**src/rtl/ssgt_pkg.sv**
```systemverilog
// ----------------------------------------------------------------------------
// Stream sequence gap tracker package
// Widths, codes and the token and result types shared by the tracker.
// ----------------------------------------------------------------------------
package ssgt_pkg;

    localparam int MAX_STREAMS_DEF = 64;

    localparam int CMD_W   = 3;
    localparam int CH_W    = 4;
    localparam int SYM_W   = 32;
    localparam int SEQ_W   = 31;
    localparam int GEN_W   = 16;
    localparam int ACT_W   = 2;
    localparam int MASK_W  = 16;
    localparam int HOLE_W  = 32;
    localparam int CFG_IDX_W = 1;

    // Configuration register indexes
    localparam logic [CFG_IDX_W-1:0] CFG_RESUMABLE = 1'b0;
    localparam logic [CFG_IDX_W-1:0] CFG_SNAPSHOT  = 1'b1;

    localparam logic [MASK_W-1:0] RESUMABLE_RESET = 16'd96;
    localparam logic [MASK_W-1:0] SNAPSHOT_RESET  = 16'd31;

    // "No hole" encoding
    localparam logic [HOLE_W-1:0] HOLE_NONE_LOW  = 32'd1;
    localparam logic [SEQ_W-1:0]  HOLE_NONE_HIGH = 31'd0;

    typedef enum logic [CMD_W-1:0] {
        CMD_OBSERVE  = 3'd0,
        CMD_SNAPSHOT = 3'd1,
        CMD_NEW_CONN = 3'd2,
        CMD_ABANDON  = 3'd3,
        CMD_QUERY    = 3'd4
    } t_cmd;

    typedef enum logic [ACT_W-1:0] {
        ACT_PROCESS      = 2'd0,
        ACT_DROP         = 2'd1,
        ACT_RESUME       = 2'd2,
        ACT_UNREPAIRABLE = 2'd3
    } t_act;

    // Result of one transaction
    typedef struct packed {
        t_act             act;
        logic [SEQ_W-1:0] gap_first;
        logic [SEQ_W-1:0] gap_last;
        logic             found;
        logic [SEQ_W-1:0] pos;
    } t_res;

    // Search token walking the cell chain
    typedef struct packed {
        logic             vld;
        logic             done;
        logic [CMD_W-1:0] cmd;
        logic [CH_W-1:0]  ch;
        logic [SYM_W-1:0] sym;
        logic [SEQ_W-1:0] seq;
        t_res             res;
    } t_tok;

    // Block-wide settings seen by every cell
    typedef struct packed {
        logic [MASK_W-1:0] res_mask;
        logic [MASK_W-1:0] snap_mask;
        logic [GEN_W-1:0]  cur_gen;
    } t_glb;

endpackage

```
**src/rtl/ssgt_cell.sv**
```systemverilog
// ----------------------------------------------------------------------------
// Tracker table cell
// Holds one stream entry, checks the passing token against it, applies the
// update on a hit or an allocation and hands the token to the next cell.
// ----------------------------------------------------------------------------
module ssgt_cell import ssgt_pkg::*; (
    input  logic i_clk,
    input  logic i_rst_n,
    input  t_glb i_glb,
    input  t_tok i_tok,
    output t_tok o_tok
);

    logic              r_valid, n_valid;
    logic [CH_W-1:0]   r_ch, n_ch;
    logic [SYM_W-1:0]  r_sym, n_sym;
    logic [SEQ_W-1:0]  r_seq, n_seq;
    logic [GEN_W-1:0]  r_gen, n_gen;
    logic [HOLE_W-1:0] r_hl, n_hl;
    logic [SEQ_W-1:0]  r_hh, n_hh;
    t_tok              r_tok, n_tok;

    // Entry update and token hand-off
    always_comb begin
        logic              hit;
        logic              is_obs;
        logic [HOLE_W-1:0] seq_x;
        logic [HOLE_W-1:0] prev_p1;
        logic              seq_le;
        logic              in_hole;
        n_valid = r_valid;
        n_ch    = r_ch;
        n_sym   = r_sym;
        n_seq   = r_seq;
        n_gen   = r_gen;
        n_hl    = r_hl;
        n_hh    = r_hh;
        n_tok   = i_tok;
        hit     = r_valid && (r_ch == i_tok.ch) && (r_sym == i_tok.sym);
        is_obs  = (i_tok.cmd == CMD_OBSERVE) || (i_tok.cmd == CMD_SNAPSHOT);
        seq_x   = {1'b0, i_tok.seq};
        prev_p1 = {1'b0, r_seq} + 32'd1;
        seq_le  = i_tok.seq <= r_seq;
        in_hole = (seq_x >= r_hl) && (i_tok.seq <= r_hh);

        if (i_tok.vld && !i_tok.done) begin
            if (!r_valid) begin
                // first free cell: new stream takes it
                if (is_obs) begin
                    n_valid    = 1'b1;
                    n_ch       = i_tok.ch;
                    n_sym      = i_tok.sym;
                    n_seq      = i_tok.seq;
                    n_gen      = i_glb.cur_gen;
                    n_hl       = HOLE_NONE_LOW;
                    n_hh       = HOLE_NONE_HIGH;
                    n_tok.done = 1'b1;
                end
            end else if (hit) begin
                n_tok.done = 1'b1;
                case (i_tok.cmd)
                    CMD_OBSERVE, CMD_SNAPSHOT: begin
                        if (i_tok.cmd == CMD_SNAPSHOT ||
                            (seq_le && r_gen != i_glb.cur_gen)) begin
                            // re-baseline
                            n_seq = i_tok.seq;
                            n_gen = i_glb.cur_gen;
                            n_hl  = HOLE_NONE_LOW;
                            n_hh  = HOLE_NONE_HIGH;
                        end else if (seq_le) begin
                            if (in_hole) begin
                                n_hl = seq_x + 32'd1;
                            end else begin
                                n_tok.res.act = ACT_DROP;
                            end
                        end else begin
                            // forward move
                            n_seq = i_tok.seq;
                            n_gen = i_glb.cur_gen;
                            if (seq_x != prev_p1) begin
                                if (i_glb.res_mask[i_tok.ch]) begin
                                    n_hl                = prev_p1;
                                    n_hh                = i_tok.seq - 31'd1;
                                    n_tok.res.act       = ACT_RESUME;
                                    n_tok.res.gap_first = prev_p1[SEQ_W-1:0];
                                    n_tok.res.gap_last  = i_tok.seq - 31'd1;
                                end else if (!i_glb.snap_mask[i_tok.ch]) begin
                                    n_tok.res.act       = ACT_UNREPAIRABLE;
                                    n_tok.res.gap_first = prev_p1[SEQ_W-1:0];
                                    n_tok.res.gap_last  = i_tok.seq - 31'd1;
                                end
                            end
                        end
                    end
                    CMD_ABANDON: begin
                        n_hl = HOLE_NONE_LOW;
                        n_hh = HOLE_NONE_HIGH;
                    end
                    CMD_QUERY: begin
                        n_tok.res.found = 1'b1;
                        n_tok.res.pos   = r_seq;
                    end
                    default: begin
                    end
                endcase
            end
        end
    end

    // Entry and token registers; only the valid bits take reset
    always_ff @(posedge i_clk) begin
        if (!i_rst_n) begin
            r_valid   <= 1'b0;
            r_tok.vld <= 1'b0;
        end else begin
            r_valid   <= n_valid;
            r_tok.vld <= n_tok.vld;
        end
        r_ch       <= n_ch;
        r_sym      <= n_sym;
        r_seq      <= n_seq;
        r_gen      <= n_gen;
        r_hl       <= n_hl;
        r_hh       <= n_hh;
        r_tok.done <= n_tok.done;
        r_tok.cmd  <= n_tok.cmd;
        r_tok.ch   <= n_tok.ch;
        r_tok.sym  <= n_tok.sym;
        r_tok.seq  <= n_tok.seq;
        r_tok.res  <= n_tok.res;
    end

    assign o_tok = r_tok;

endmodule

```
**config.mk**
```make
export PLATFORM = sky130hd
export DESIGN_NAME = ssgt_cell
export DESIGN_NICKNAME = d
export VERILOG_FILES = /design/src/rtl/ssgt_pkg.sv /design/src/rtl/ssgt_cell.sv
export SDC_FILE = /design/constraint.sdc
export NUM_CORES = 1
export LEC_CHECK = 0
export ABC_AREA = 1
export BUFFER_PORTS_ARGS = -buffer_cell sky130_fd_sc_hd__buf_2
export CAP_MARGIN = 30
export CORE_ASPECT_RATIO = 2
export CORE_UTILIZATION = 58
export CTS_BUF_LIST = sky130_fd_sc_hd__clkbuf_4 sky130_fd_sc_hd__clkbuf_8 sky130_fd_sc_hd__clkbuf_16
export DETAILED_ROUTE_END_ITERATION = 8
export PLACE_DENSITY = 0.85
export SLEW_MARGIN = 40
export SYNTH_ARGS = -nofsm -noshare
export SYNTH_HDL_FRONTEND = slang
export SYNTH_SLANG_ARGS = --single-unit
```
**constraint.sdc**
```tcl
create_clock -name i_clk -period 8.96 [get_ports i_clk]
set_clock_uncertainty 0.05 [all_clocks]
set_input_delay 1.344 -clock i_clk [delete_from_list [all_inputs] [get_ports i_clk]]
set_output_delay 1.344 -clock i_clk [all_outputs]
set_load 0.03 [all_outputs]
```
==> impl_results.md <==
* Area growth syn-to-layout at 18.27%
* Crit path max fanout at 54
* CP max-delay cell: inv_1
* Leak Pwr at 10.05 nW
* Antenna Violating Nets Remaining at 0
* Crit path launch type: input port
* CP bufs+invs at 6
* Total power at 3.288 mW
* Post-CTS setup buffers at 0
* CTS tree: built
* Synth Cell Area at 17130 um^2
* Yosys reg bits at 315
* Residual DRC at 0
* Peak supply drop at 0.1957 mV
* Ys flop type: dfxtp_1
* Drt pass-1 iters at 7
* CTS resizes at 0
* Post-Syn Instances at 2201
* Initial antenna violation count at 2
* Syn Area/Cell at 7.783 um^2
* Cells after DPL at 2897
* # setup viols final at 0
* Mapped Nets at 2515
* Setup TNS at 0 ps
* Asr flop ratio synth at 0%
* Place WS at 3731 ps
* Final slew viol count at 0
* Fmax at 0.2056 GHz
* CP max stage delay at 570 ps
* Post-route insts no fill at 2950
* Unrepaired setup endpoints after global routing: false
* Worst setup EP type: flip-flop
* Critical path's top delay family: buffers and inverters
* Final instance area at 20260 um^2
* Starting density of the core at 59.16%
* Largest net degree at the start of global routing at 64
* Via/cell ratio at 5.720
* # clock sinks at 315
* Vias in the first global route at 16990
* Number of flops mapped to enable cells by yosys at 146
* Bufs on Longest Clock Path at 3
* Post-layout util at 69.97%
* Final worst slack at 4097 ps
* Period utilization at 54.27%
* Die H at 245.0 um
* Number of I/O port buffers at 385
* Slew of the pin with the lowest slew margin at 939.3 ps
* Cell with the most instances after synthesis: nand2_1
* Relative slew margins at 37.15%
* Gpl congestion at 1.026
* First-pass GRT wire length at 93.62 mm
* Total Routing Usage GR at 42.56%
* Critical path required time at 9200 ps
* Hold Crit Class: flip-flop to flip-flop
* Clock transition at the registers of the reported paths at 70 ps
* Final wirelength at 63.37 mm
* GRT Residual Overflow at 0
* Tmin final at 4863 ps
* Initial DRC Count at 1349
* Status: finished clean
* CP dominant cell by count: inv_1
* DR WL/cell at 21.48 um
* CTS Hold Bufs at 0
* HPWL Detailed at 49.24 mm
* Die area at 30270 um^2
* Top post-synthesis cells by area: edfxtp_1 26%, dfxtp_1 20%, nand2_1 13%
* IO Pins at 386
* Register area share after synthesis at 45.34%
* Clock Latency Late Sink at 580 ps
* Layout Nets at 2881
* CTS Buf Count at 28
* Die width at 123.5 um
* Synth top area share at 25.59%
* H-Tree Depth at 1
* Placed Area at 19320 um^2
* Ys Warns at 0
* Hold Worst Slack at 608.2 ps
* Pwr Density at 162.3 nW/um^2
* Post-synth top cells: 574 x nand2_1, 321 x inv_1, 234 x nor2_1
* Core area at 28960 um^2
* Cell Rows at 88
* Root buffer cell: clkbuf_16
* Crit path DAT at 5110 ps
* Biggest area consumer among synthesized cells: edfxtp_1
* Layout cells sized above 1 at 19.27%
* Via count at 16870
* Critical-path cell list: buf_2 -> inv_1 -> ha_1 -> nand4_1 -> nor2_1 -> nand3_1 -> nand2_1 -> buf_4 -> nand2_1 -> o21ai_0 -> inv_1 -> nand3_2 -> buf_4 -> inv_1 -> o21ai_0 -> a31oi_1
* Fin. Hold Viols at 0
* Max-cap violations at 0
* Synth unique cells at 51
* CP Class: input port to flip-flop
flip-flops by register name, indices dropped and copies added (netlist names):
register and flops:
r_gen 16, r_hl 32, r_seq 31, r_ch 4, o_tok 168, r_sym 32
r_hh 31, r_valid 1
routing by layer:
layer	vias to the layer above	wire length [um]	part of all wire, %	track usage (%)
met1	7739	18840	30	37.88
met5	-	32	0.050	0
met2	906	32420	51	75.02
met3	355	4444	7.0	8.597
met4	4	7635	12	44.05
li1	7869	-	-	-
worst paths after layout:
kind / from / end / slack (ps) / cells after the start
setup / recovery: i_tok[96] / r_hl[17] / 4100 / 16
hold / removal: r_seq[1] / o_tok[1] / 610 / 2
setup reg to reg: r_seq[0] / o_tok[77] / 4440 / 15
hold reg to reg: r_seq[1] / o_tok[1] / 610 / 2
cells in the final DEF, fill, tap and decap left out, types with 8 or more instances in the layout:
| cell type | n |
|---|---|
| o21ai_0 | 89 |
| nand3_1 | 163 |
| nand4_1 | 45 |
| buf_4 | 8 |
| nor3_1 | 33 |
| edfxtp_1 | 146 |
| o21bai_1 | 30 |
| buf_2 | 385 |
| a21oi_1 | 66 |
| nand2_1 | 573 |
| nor2_1 | 231 |
| inv_1 | 320 |
| or2_2 | 23 |
| nand3b_1 | 8 |
| xnor2_1 | 11 |
| clkbuf_16 | 30 |
| dfxtp_1 | 169 |
| nor2_2 | 12 |
| nor4_1 | 8 |
| ha_1 | 96 |
| xor2_1 | 46 |
worst min-delay path: stages (launching register included):
cell and delay, ps:
edfxtp_1 390, inv_1 90, o21ai_0 140
power breakdown:
part           switching, mW  internal (mW)  total [mW]
logic                  0.338          0.143       0.480
registers             0.0173           1.55        1.57
clock network          0.570          0.669        1.24
cell type report:
class	count	area, um^2
multi-input cells	1505	7910
flip-flops and latches	315	7767
clock buffers	37	809.5
inverters	324	1219
well taps	360	450.4
diodes	1	2.502
fillers	2421	8697
repair buffers	393	1987
clock inverters	15	115.1
kinds of logic after synthesis:
family,Yosys count,share of synthesized area (%)
DFF,315,45.34
buffers and inverters,381,8.692
and+or+nand+nor,1122,28.19
AOI/OAI and AO/OA,227,7.677
muxes,3,0.1753
xor gates and xnor gates,57,2.914
adders and majority gates,96,7.012
Power figures use the tool's default switching activity.
