## config.mk

```make
export PLATFORM = sky130hd
export DESIGN_NAME = ssgt_res_buf_flat
export DESIGN_NICKNAME = d
export VERILOG_FILES = /design/src/rtl/ssgt_pkg.sv /design/src/rtl/ssgt_out_if.sv /design/src/rtl/ssgt_res_buf.sv /design/src/flat_wrapper.sv
export SDC_FILE = /design/constraint.sdc
export NUM_CORES = 1
export LEC_CHECK = 0
export BUFFER_PORTS_ARGS = -buffer_cell sky130_fd_sc_hd__buf_2
export CAP_MARGIN = 30
export CORE_MARGIN = 2
export CORE_UTILIZATION = 47
export DETAILED_ROUTE_END_ITERATION = 10
export PLACE_DENSITY = 0.75
export SLEW_MARGIN = 20
export SYNTH_ARGS = -nofsm -noshare
export SYNTH_HDL_FRONTEND = slang
export SYNTH_SLANG_ARGS = --single-unit
```

## constraint.sdc

```tcl
create_clock -name i_clk -period 3.5 [get_ports i_clk]
set_input_delay 0.525 -clock i_clk [delete_from_list [all_inputs] [get_ports i_clk]]
set_output_delay 0.525 -clock i_clk [all_outputs]
set_load 0.01 [all_outputs]
```

## src/rtl/ssgt_pkg.sv

```systemverilog
// ----------------------------------------------------------------------------
// Stream sequence gap tracker package
// Widths, codes and the token and result types shared by the tracker.
// ----------------------------------------------------------------------------
package ssgt_pkg;

    localparam int MAX_STREAMS_DEF = 64;

    localparam int CMD_W   = 3;
    localparam int CH_W    = 4;
    localparam int SYM_W   = 32;
    localparam int SEQ_W   = 31;
    localparam int GEN_W   = 16;
    localparam int ACT_W   = 2;
    localparam int MASK_W  = 16;
    localparam int HOLE_W  = 32;
    localparam int CFG_IDX_W = 1;

    // Configuration register indexes
    localparam logic [CFG_IDX_W-1:0] CFG_RESUMABLE = 1'b0;
    localparam logic [CFG_IDX_W-1:0] CFG_SNAPSHOT  = 1'b1;

    localparam logic [MASK_W-1:0] RESUMABLE_RESET = 16'd96;
    localparam logic [MASK_W-1:0] SNAPSHOT_RESET  = 16'd31;

    // "No hole" encoding
    localparam logic [HOLE_W-1:0] HOLE_NONE_LOW  = 32'd1;
    localparam logic [SEQ_W-1:0]  HOLE_NONE_HIGH = 31'd0;

    typedef enum logic [CMD_W-1:0] {
        CMD_OBSERVE  = 3'd0,
        CMD_SNAPSHOT = 3'd1,
        CMD_NEW_CONN = 3'd2,
        CMD_ABANDON  = 3'd3,
        CMD_QUERY    = 3'd4
    } t_cmd;

    typedef enum logic [ACT_W-1:0] {
        ACT_PROCESS      = 2'd0,
        ACT_DROP         = 2'd1,
        ACT_RESUME       = 2'd2,
        ACT_UNREPAIRABLE = 2'd3
    } t_act;

    // Result of one transaction
    typedef struct packed {
        t_act             act;
        logic [SEQ_W-1:0] gap_first;
        logic [SEQ_W-1:0] gap_last;
        logic             found;
        logic [SEQ_W-1:0] pos;
    } t_res;

    // Search token walking the cell chain
    typedef struct packed {
        logic             vld;
        logic             done;
        logic [CMD_W-1:0] cmd;
        logic [CH_W-1:0]  ch;
        logic [SYM_W-1:0] sym;
        logic [SEQ_W-1:0] seq;
        t_res             res;
    } t_tok;

    // Block-wide settings seen by every cell
    typedef struct packed {
        logic [MASK_W-1:0] res_mask;
        logic [MASK_W-1:0] snap_mask;
        logic [GEN_W-1:0]  cur_gen;
    } t_glb;

endpackage

```

## src/rtl/ssgt_out_if.sv

```systemverilog
// ----------------------------------------------------------------------------
// Tracker result channel
// Valid/ready channel carrying one verdict transaction.
// ----------------------------------------------------------------------------
interface ssgt_out_if import ssgt_pkg::*; ();
    logic             valid;
    logic             ready;
    logic [ACT_W-1:0] action;
    logic [SEQ_W-1:0] gap_first;
    logic [SEQ_W-1:0] gap_last;
    logic             found;
    logic [SEQ_W-1:0] position;

    modport source (output valid, action, gap_first, gap_last, found, position,
                    input ready);
    modport sink   (input valid, action, gap_first, gap_last, found, position,
                    output ready);
endinterface

```

## src/rtl/ssgt_res_buf.sv

```systemverilog
// ----------------------------------------------------------------------------
// Tracker result buffer
// Two-entry queue between the cell chain and the result channel.
// ----------------------------------------------------------------------------
module ssgt_res_buf import ssgt_pkg::*; (
    input  logic        i_clk,
    input  logic        i_rst_n,
    input  logic        i_push,
    input  t_res        i_data,
    output logic        o_full,
    ssgt_out_if.source  o_out
);

    t_res       r_mem [2];
    logic       r_wr_ptr, n_wr_ptr;
    logic       r_rd_ptr, n_rd_ptr;
    logic [1:0] r_cnt, n_cnt;
    logic       pop;

    assign pop = o_out.valid && o_out.ready;

    // Pointer and fill bookkeeping
    always_comb begin
        n_wr_ptr = r_wr_ptr ^ i_push;
        n_rd_ptr = r_rd_ptr ^ pop;
        n_cnt    = r_cnt + {1'b0, i_push} - {1'b0, pop};
    end

    always_ff @(posedge i_clk) begin
        if (!i_rst_n) begin
            r_wr_ptr <= 1'b0;
            r_rd_ptr <= 1'b0;
            r_cnt    <= 2'd0;
        end else begin
            r_wr_ptr <= n_wr_ptr;
            r_rd_ptr <= n_rd_ptr;
            r_cnt    <= n_cnt;
        end
    end

    always_ff @(posedge i_clk) begin
        if (i_push) begin
            r_mem[r_wr_ptr] <= i_data;
        end
    end

    // Head entry drives the channel
    assign o_full          = r_cnt == 2'd2;
    assign o_out.valid     = r_cnt != 2'd0;
    assign o_out.action    = r_mem[r_rd_ptr].act;
    assign o_out.gap_first = r_mem[r_rd_ptr].gap_first;
    assign o_out.gap_last  = r_mem[r_rd_ptr].gap_last;
    assign o_out.found     = r_mem[r_rd_ptr].found;
    assign o_out.position  = r_mem[r_rd_ptr].pos;

endmodule

```

## src/flat_wrapper.sv

```systemverilog
// flat-port wrapper written by rule: the top's interface ports become plain ports
module ssgt_res_buf_flat import ssgt_pkg::*;
  (i_clk, i_rst_n, i_push, i_data, o_full, o_out_valid, o_out_action, o_out_gap_first, o_out_gap_last, o_out_found, o_out_position, o_out_ready);
  ssgt_out_if o_out_i ();
  input  logic i_clk;
  input  logic i_rst_n;
  input  logic i_push;
  input  t_res i_data;
  output logic o_full;
  output wire logic [$bits(o_out_i.valid)-1:0] o_out_valid;
  output wire logic [$bits(o_out_i.action)-1:0] o_out_action;
  output wire logic [$bits(o_out_i.gap_first)-1:0] o_out_gap_first;
  output wire logic [$bits(o_out_i.gap_last)-1:0] o_out_gap_last;
  output wire logic [$bits(o_out_i.found)-1:0] o_out_found;
  output wire logic [$bits(o_out_i.position)-1:0] o_out_position;
  input wire logic [$bits(o_out_i.ready)-1:0] o_out_ready;
  assign o_out_valid = o_out_i.valid;
  assign o_out_action = o_out_i.action;
  assign o_out_gap_first = o_out_i.gap_first;
  assign o_out_gap_last = o_out_i.gap_last;
  assign o_out_found = o_out_i.found;
  assign o_out_position = o_out_i.position;
  assign o_out_i.ready = o_out_ready;
  ssgt_res_buf u_core (.i_clk(i_clk), .i_rst_n(i_rst_n), .i_push(i_push), .i_data(i_data), .o_full(o_full), .o_out(o_out_i));
endmodule
```

==> results of run 1 <==
==> kinds of logic (layout without fill, tap and decap cells) <==
group	count (synthesis)	in the layout	synth area share [%]
DFF	197	197	79.5
muxes	98	98	17.0
buffers and inverters	14	237	1.93
and+or+nand+nor	7	7	0.560
adders and majority gates	4	4	0.678
AOI/OAI and AO/OA	1	1	0.102
xor gates and xnor gates	1	1	0.305
==> layer usage <==
| layer | track usage (%) | part of all wire, % |
|---|---|---|
| met3 | 5.78 | 7.7 |
| met4 | 6.39 | 1.8 |
| met5 | 0 | 0 |
| met1 | 17.8 | 41 |
| met2 | 25.4 | 49 |
==> final timing paths <==
path / from / endpoint / slack, ns / depth (start not counted)
max: register / o_out_gap_last[17] / 1.06 / 3
min: i_data[42] / u_core.r_mem[1][42]$_DFFE_PP_ / 0.29 / 1
max reg2reg: u_core.r_wr_ptr$_SDFF_PN0_ / u_core.r_mem[0][43]$_DFFE_PP_ / 1.67 / 3
min reg2reg: u_core.r_rd_ptr$_SDFF_PN0_ / register / 0.48 / 2
==> registers in the layout, summed over array words and instances, names as in the netlist, named ones only <==
| register | flops |
|---|---|
| u_core.r_rd_ptr | 1 |
| u_core.r_mem | 192 |
| u_core.r_wr_ptr | 1 |
| u_core.r_cnt | 2 |
==> power by group <==
part	switching [µW]	total (µW)	internal, µW
Sequential	69.7	2840	2770
Combinational	558	1180	625
Clock	773	1950	1170
==> cells in the mapped netlist, drive strengths merged <==
| cell | instances | share of area, % |
|---|---|---|
| o21a | 1 | 0.10 |
| nand2 | 1 | 0.051 |
| ha | 4 | 0.68 |
| buf | 11 | 1.8 |
| dfxtp | 5 | 1.4 |
| nor2b | 3 | 0.25 |
| edfxtp | 192 | 78 |
| inv | 3 | 0.15 |
| mux2 | 96 | 17 |
| nand2b | 1 | 0.085 |
| mux2i | 2 | 0.27 |
| xnor3 | 1 | 0.31 |
| and2 | 1 | 0.085 |
| or2 | 1 | 0.085 |
==> stage by stage <==
| stage | setup slack, ns | power (µW) | cell area [µm²] | hold WS [ns] | cells |
|---|---|---|---|---|---|
| after detailed placement | 1.36 | 4090 | 8610 | 0.474 | 726 |
| after global placement | 1.42 | 4060 | 8610 | 0.453 | 726 |
| after global routing | 0.944 | 6210 | 9200 | 0.268 | 756 |
| final | 1.06 | 5970 | 9200 | 0.291 | 756 |
| after CTS | 1.01 | 6040 | 9200 | 0.270 | 756 |
| after floorplan | 0.232 | 3720 | 7380 | 0.452 | 322 |
==> cell type report <==
| class | count | area, µm² | share of cell area (%) |
|---|---|---|---|
| tap | 211 | 264 | 2.87 |
| multi-input combinational | 111 | 1400 | 15.2 |
| inverter | 3 | 11.3 | 0.122 |
| timing repair buffer | 204 | 1060 | 11.6 |
| clock inverter | 13 | 165 | 1.80 |
| sequential | 197 | 5870 | 63.8 |
| clock buffer | 17 | 425 | 4.63 |
==> worst max-delay path: cells and delay by family, from the launching register on <==
kind     cells  cell delay, ns
flops        1            0.52
mux          1            0.40
buf+inv      2            0.56
==> impl.org, run 1 <==
** Timing
- At the pin with the least slew margin, the transition time is 0.633 ns.
- Setup repair after global routing left no endpoint under its margin.
- Between clock sinks in the finished design, the worst skew comes to about 0.0043 ns.
- Setup violations remaining at the end of the flow were counted as 0.
- The smallest clock period supported by the final layout is computed as 2.44 ns.
- The number of failing hold endpoints at the final stage is 0.
- Adding up every negative setup slack in the final design gives 0 ns.
- Highest clock frequency the design can meet :: 409 MHz
- Final period utilization :: 69.8%
- The final count of pins violating max slew is 0.
- Worst relative slew slack :: between 50 and 60%

** Critical path
- Worst EP arrival :: 1.92 ns
- Worst-path cell with the longest stage delay :: sky130_fd_sc_hd__dfxtp_4
- Worst-path cell chain :: buf_4 -> mux2_2 -> buf_2
- For the worst setup path, the data required time is 2.97 ns.
- Along the worst path, the maximum fanout reaches 29.
- Crit path largest cell delay :: 0.52 ns
- The worst setup path is captured at an output pin.
- STA classifies the critical path startpoint as a register.
- Worst Setup Path Type :: register to output pin

** Clock network
- Clock H-tree levels :: 4
- The clock drives 197 sinks.
- Number of clock buffers inserted by TritonCTS :: 17
- TritonCTS built the clock tree.
- # hold bufs at CTS :: 0
- Clock tree buffer depth :: 2
- The cell sitting at the root of the clock tree is a sky130_fd_sc_hd__clkbuf_16.
- Clock latency on the worst-skew pair, taken at its later pin, is ~0.42 ns.
- Setup repair bufs after CTS :: 0
- Gates resized, CTS repair :: 0
- After clock tree synthesis, the clock-pin slew on the worst setup and hold paths is 0.06 ns.

** Die
- The die covers between 15000 and 20000 µm².
- For this design the top-level I/O count stands at 198.
- Measured along the x axis, the die boundary spans around 130 µm.
- For this configuration, the core starts out at a cell density of 48.4%.
- Die Ht :: 129 µm
- Placeable core region :: 15300 µm²
- After floorplanning, the core was divided into 45 placement rows.

** Synth
- Post-synth cell types :: 18
- When the netlist entered floorplanning its net count stood at 426.
- Synthesis Warnings :: 0
- Instance count of the mapped netlist :: 322
- Syn avg cell area :: 22.9 µm²
- After synthesis the netlist holds a flip-flop and latch count of 197.
- In this run the cell area of the synthesized design comes to 7380 µm².
- Sequential-to-total area share from yosys stat :: 79.5%

** Global route
- For this run the aggregate overflow at the end of global routing stands at 0.
- Initial antenna violation count :: 0
- Entering global routing, the biggest net connects 85 pins.
- Global routing used 15.2% of the available tracks.
- First-pass GRT wire length :: between 15 and 20 mm
- The number of global-route vias before repair is 3761.

** Cells and area
- Most common library cell in the layout ignoring fill and taps :: sky130_fd_sc_hd__buf_2
- After the last flow step, the layout net total stands at 638.
- Most frequent cells in the layout :: 197 x sky130_fd_sc_hd__buf_2, 192 x sky130_fd_sc_hd__edfxtp_1, 56 x sky130_fd_sc_hd__mux2_2
- Total inserted antenna cells :: 0
- Layout Area Growth over Synthesis :: 24.6%
- Count of filler cells inserted in the layout :: 1115
- Fraction of layout instances using a drive strength above 1 :: 60.4%
- Final design utilization :: between 60% and 70%

** Placed design
- Detailed placement finished with a half-perimeter wire length of 8.49 mm.
- Buffers on Ports :: slightly below 200
- Final weighted congestion in routability-driven placement :: 0.664

** Route
- Summing over every cut layer, the via total after detailed routing is 3659.
- For this block, the initial DRC count from the detailed router was 207.
- Number of vias per cell after detailed routing :: ~4.8
- Dividing the detail-routed wire length by the instance count gives 16.7 µm.
- Detailed Route WL :: 12.6 mm
- DRT antenna net count :: 0
- For this run, the detailed router's first-pass iteration total came to 4.
- In the routed design, unresolved DRC markers number 0.

** Power and ir drop
- Across the VDD grid, the largest voltage drop is ~0.35 mV.
- Power per cell area :: 649 nW/µm²
- Leakage power figure :: roughly 0.0035 µW

** Outcome
- The flow ran to the end, and the final reports show no timing, DRC or antenna violations.

** Run
- Across the run, the number of max-cap violations was 0.

** Worst hold path
- The tightest min-delay check is of the input port to register type.
Power figures use the tool's default switching activity.
==> run 2: changes to the inputs <==
clock period = 1.97 ns   (was 3.5 ns; I/O delays follow)
==> impl.org, run 2 (same netlist as run 1, synthesis figures left out) <==
** Route
- DRT antenna net count :: 0 (unchanged)
- Vias after detailed routing :: 3705 (was 3659)
- The number of iterations in the first detailed-routing pass came to 6 (was 4).
- The ratio of routed vias to standard cells is 4.84 (about the same).
- Initial drt markers :: 240 (was 207)
- The post-route DRC violation count was 0 (unchanged).
- Detailed Route WL :: 13.4 mm (was 12.6 mm)
- Detailed-route wire length per cell :: 17.6 µm (was 16.7 µm)

** Power and ir drop
- The highest ir drop seen on vdd came to 0.734 mV (was 0.351 mV).
- The power dissipated by switching net loads was 2610 µW (was 1400 µW).
- Leakage power figure :: 0.00361 µW (was 0.00352 µW)
- The power share of the sequential group came to 47.0% (was 47.5%).
- Clock group share of total power :: 31.0% (was 32.6%)
- The power density of the placed cells came to 1140 nW/µm² (was 649 nW/µm²).
- The share of total power in combinational logic was 22.1% (was 19.8%).
- The internal cell power is 8060 µW (was 4560 µW).
- Total chip power :: 10700 µW (was 5970 µW)
- Sw Ratio :: 24.4% (was 23.5%)

** Critical path
- The reg-to-reg startpoint is u_core.r_cnt[0]$_SDFF_PN0_ (was u_core.r_wr_ptr$_SDFF_PN0_).
- Worst reg2reg path endpoint :: u_core.r_cnt[1]$_SDFF_PN0_ (was u_core.r_mem[0][43]$_DFFE_PP_)
- The maximum fanout count along the critical path is 22 (was 29).
- Minimum setup slack among reg-to-reg paths :: 0.48 ns (was 1.67 ns)
- The category of the worst setup path launch point is a register (unchanged).
- Worst EP arrival :: 1.68 ns (was 1.92 ns)
- Worst-case reg-to-reg path depth :: 6 (was 3)
- The required time of the critical path is 1.67 ns (was 2.97 ns).
- Worst Setup Path Type :: register to output pin (unchanged)
- Kind of end point of the critical path :: output pin (unchanged)

** Cells and area
- Top reg by flops :: u_core.r_mem (unchanged)
- Biggest registers after layout: u_core.r_mem (192), u_core.r_cnt (2) (unchanged).
- Total inserted antenna cells :: 0 (unchanged)
- Most common library cell in the layout ignoring fill and taps :: sky130_fd_sc_hd__buf_2 (unchanged)
- The share of layout cells above drive strength 1 is 61.1% (was 60.4%).
- Finished Layout Cells :: 766 (was 756)
- Number of flip-flops under the largest register name :: 192 (unchanged)
- The synthesis-to-layout area growth is 26.8% (was 24.6%).
- Most frequent cells in the layout :: 197 x sky130_fd_sc_hd__buf_2, 192 x sky130_fd_sc_hd__edfxtp_1, 50 x sky130_fd_sc_hd__mux2_2 (was 197 x sky130_fd_sc_hd__buf_2, 192 x sky130_fd_sc_hd__edfxtp_1, 56 x sky130_fd_sc_hd__mux2_2)
- The post-layout net count was 646 (was 638).

** Worst hold path
- Path category of the worst min-delay check :: input port to register (unchanged)
- Hold Path Stages :: 1 (unchanged)
- The worst hold path startpoint is i_data[67] (was i_data[42]).
- Hold EP :: u_core.r_mem[1][67]$_DFFE_PP_ (was u_core.r_mem[1][42]$_DFFE_PP_)

** Placed design
- Pre-CTS WS :: 0.388 ns (was 1.36 ns)
- The weighted congestion reported at the end of routability-driven placement came to 0.716 (was 0.664).
- Buffers on Ports :: 197 (unchanged)
- The detailed placer's ending HPWL is 8.82 mm (was 8.49 mm).
- Post-Place Cells :: 727 (was 726)

** Timing
- Setup repair after global routing missed its margin :: yes (was no)
- Pin slew with the least headroom to its limit :: 0.325 ns (was 0.633 ns)
- Post-route setup slack :: -0.00275 ns (was 1.06 ns)
- Setup total negative slack :: -0.00275 ns (was 0 ns)
- The post-route clock skew was 0.00662 ns (was 0.00434 ns).
- Highest clock frequency the design can meet :: approximately 510 MHz
- The number of failing hold endpoints at the final stage is 0 (unchanged).
- Worst relative slew slack :: 78.3% (was 57.8%)
- The final count of negative-setup-slack endpoints came to 1 (was 0).
- Final period utilization :: 100%
- The final count of pins violating max slew was 0 (unchanged).
- Tmin final :: 1.97 ns

** Run
- Max_cap viols :: 0 (unchanged)

** Die
- The die extent in x came to 129 µm (unchanged).
- The top-level I/O count is 198 (unchanged).
- Total die area :: 16700 µm² (unchanged)
- Die Ht :: 129 µm (unchanged)
- The total number of placement rows is 45 (unchanged).
- The starting density of the core was 48.4% (unchanged).
- The placeable core area came to 15300 µm² (unchanged).

** Clock network
- The clock tree buffer depth was 2 (unchanged).
- The H-tree depth reported by CTS came to 4 (unchanged).
- Clock tree from TritonCTS :: built (unchanged)
- The cell at the root of the clock tree was sky130_fd_sc_hd__clkbuf_16 (unchanged).
- The number of clock sinks is 197 (unchanged).
- The clock transition at the registers of the reported paths came to 0.07 ns (was 0.06 ns).
- Clock insertion delay at the later pin of the skew report :: 0.42 ns (about the same)
- The total CTS buffers came to 17 (unchanged).

** Global route
- The sum of overflow across all layers after global routing came to 0 (unchanged).
- The maximum number of pins on one net before global-route repair is 53 (was 85).
- The wire length of the first global-routing pass was 19.7 mm (was 18.8 mm).
- Global-route usage over all layers :: 15.9% (was 15.2%)
- Initial antenna violation count :: 1 (was 0)
- Vias in the first global route :: 3992 (was 3761)

** Outcome
- Violations in the final reports :: setup timing
- Status: finished with violations (was finished, final reports clean).
-- run 2: changes by cell type in the layout (fill, tap and decap cells not counted) --
cell,change
sky130_fd_sc_hd__clkinv_1,-1
sky130_fd_sc_hd__clkbuf_16,+1
sky130_fd_sc_hd__clkinvlp_4,+1
sky130_fd_sc_hd__clkinv_4,+1
sky130_fd_sc_hd__clkbuf_1,+1
sky130_fd_sc_hd__mux2_4,+6
sky130_fd_sc_hd__inv_6,+2
sky130_fd_sc_hd__buf_16,+2
sky130_fd_sc_hd__bufbuf_16,+1
sky130_fd_sc_hd__bufinv_16,-2
sky130_fd_sc_hd__buf_12,+2
sky130_fd_sc_hd__mux2_2,-6
sky130_fd_sc_hd__buf_4,+2
-- run 2: worst max path at each step --
| stage | from | to | slack (ns) |
|---|---|---|---|
| 3_5_place_dp | register | o_out_position[2] | 0.39 |
| 5_1_grt | register | o_out_gap_last[20] | -0.08 |
| 3_3_place_gp | register | o_out_position[1] | 0.39 |
| 2_1_floorplan | u_core.r_wr_ptr$_SDFF_PN0_ | u_core.r_mem[0][0]$_DFFE_PP_ | 0.42 |
| 6_report | register | o_out_gap_last[2] | -0.003 |
| 4_1_cts | register | o_out_gap_last[2] | -0.04 |
-- run 2: repair_timing --
action,CTS,global route
buffers inserted,5,0
gates cloned,1,1
hold buffers,0,0
endpoints found under the setup margin,79,51
resized for setup,2,6
-- run 2: metal layers --
metal | GRT usage, % | up-vias | wire [µm]
li1 | - | 1712 | -
met3 | 5.90 | 18 | 1120
met2 | 27.8 | 149 | 6840
met4 | 6.01 | 2 | 193
met5 | 0 | - | 16
met1 | 17.8 | 1824 | 5280
-- run 2: worst max-delay path, cell delays in order (launching register included) --
cell and delay (ns):
sky130_fd_sc_hd__dfxtp_4 0.41, sky130_fd_sc_hd__bufbuf_16 0.35, sky130_fd_sc_hd__mux2_2 0.35, sky130_fd_sc_hd__buf_2 0.14
-- run 2: final cells by class --
type / count / area [µm²]
Tap cell: 211 / 264
Multi-Input combinational cell: 111 / 1420
Clock inverter: 14 / 135
Sequential cell: 197 / 5870
Clock buffer: 18 / 429
Timing Repair Buffer: 212 / 1230
Fill cell: 1119 / 5900
Inverter: 3 / 11.3
-- run 2: power by group through the flow --
stage / combinational (µW) / sequential [µW] / clock (µW)
final: 2350 / 5010 / 3300
after global routing: 2530 / 5040 / 3540
after CTS: 2330 / 5020 / 3390
after detailed placement: 2180 / 5120 / 0
after global placement: 2140 / 5100 / 0
after floorplan: 1540 / 5060 / 0
-- run 2: metrics by stage --
stage / hold slack [ns] / utilization, % / instance area [µm²]
final: 0.0616 / 61.3 / 9360
after global routing: 0.0375 / 61.3 / 9360
after CTS: 0.0372 / 61.0 / 9310
after detailed placement: 0.468 / 56.8 / 8660
after global placement: 0.452 / 56.8 / 8660
after floorplan: 0.394 / - / 7410
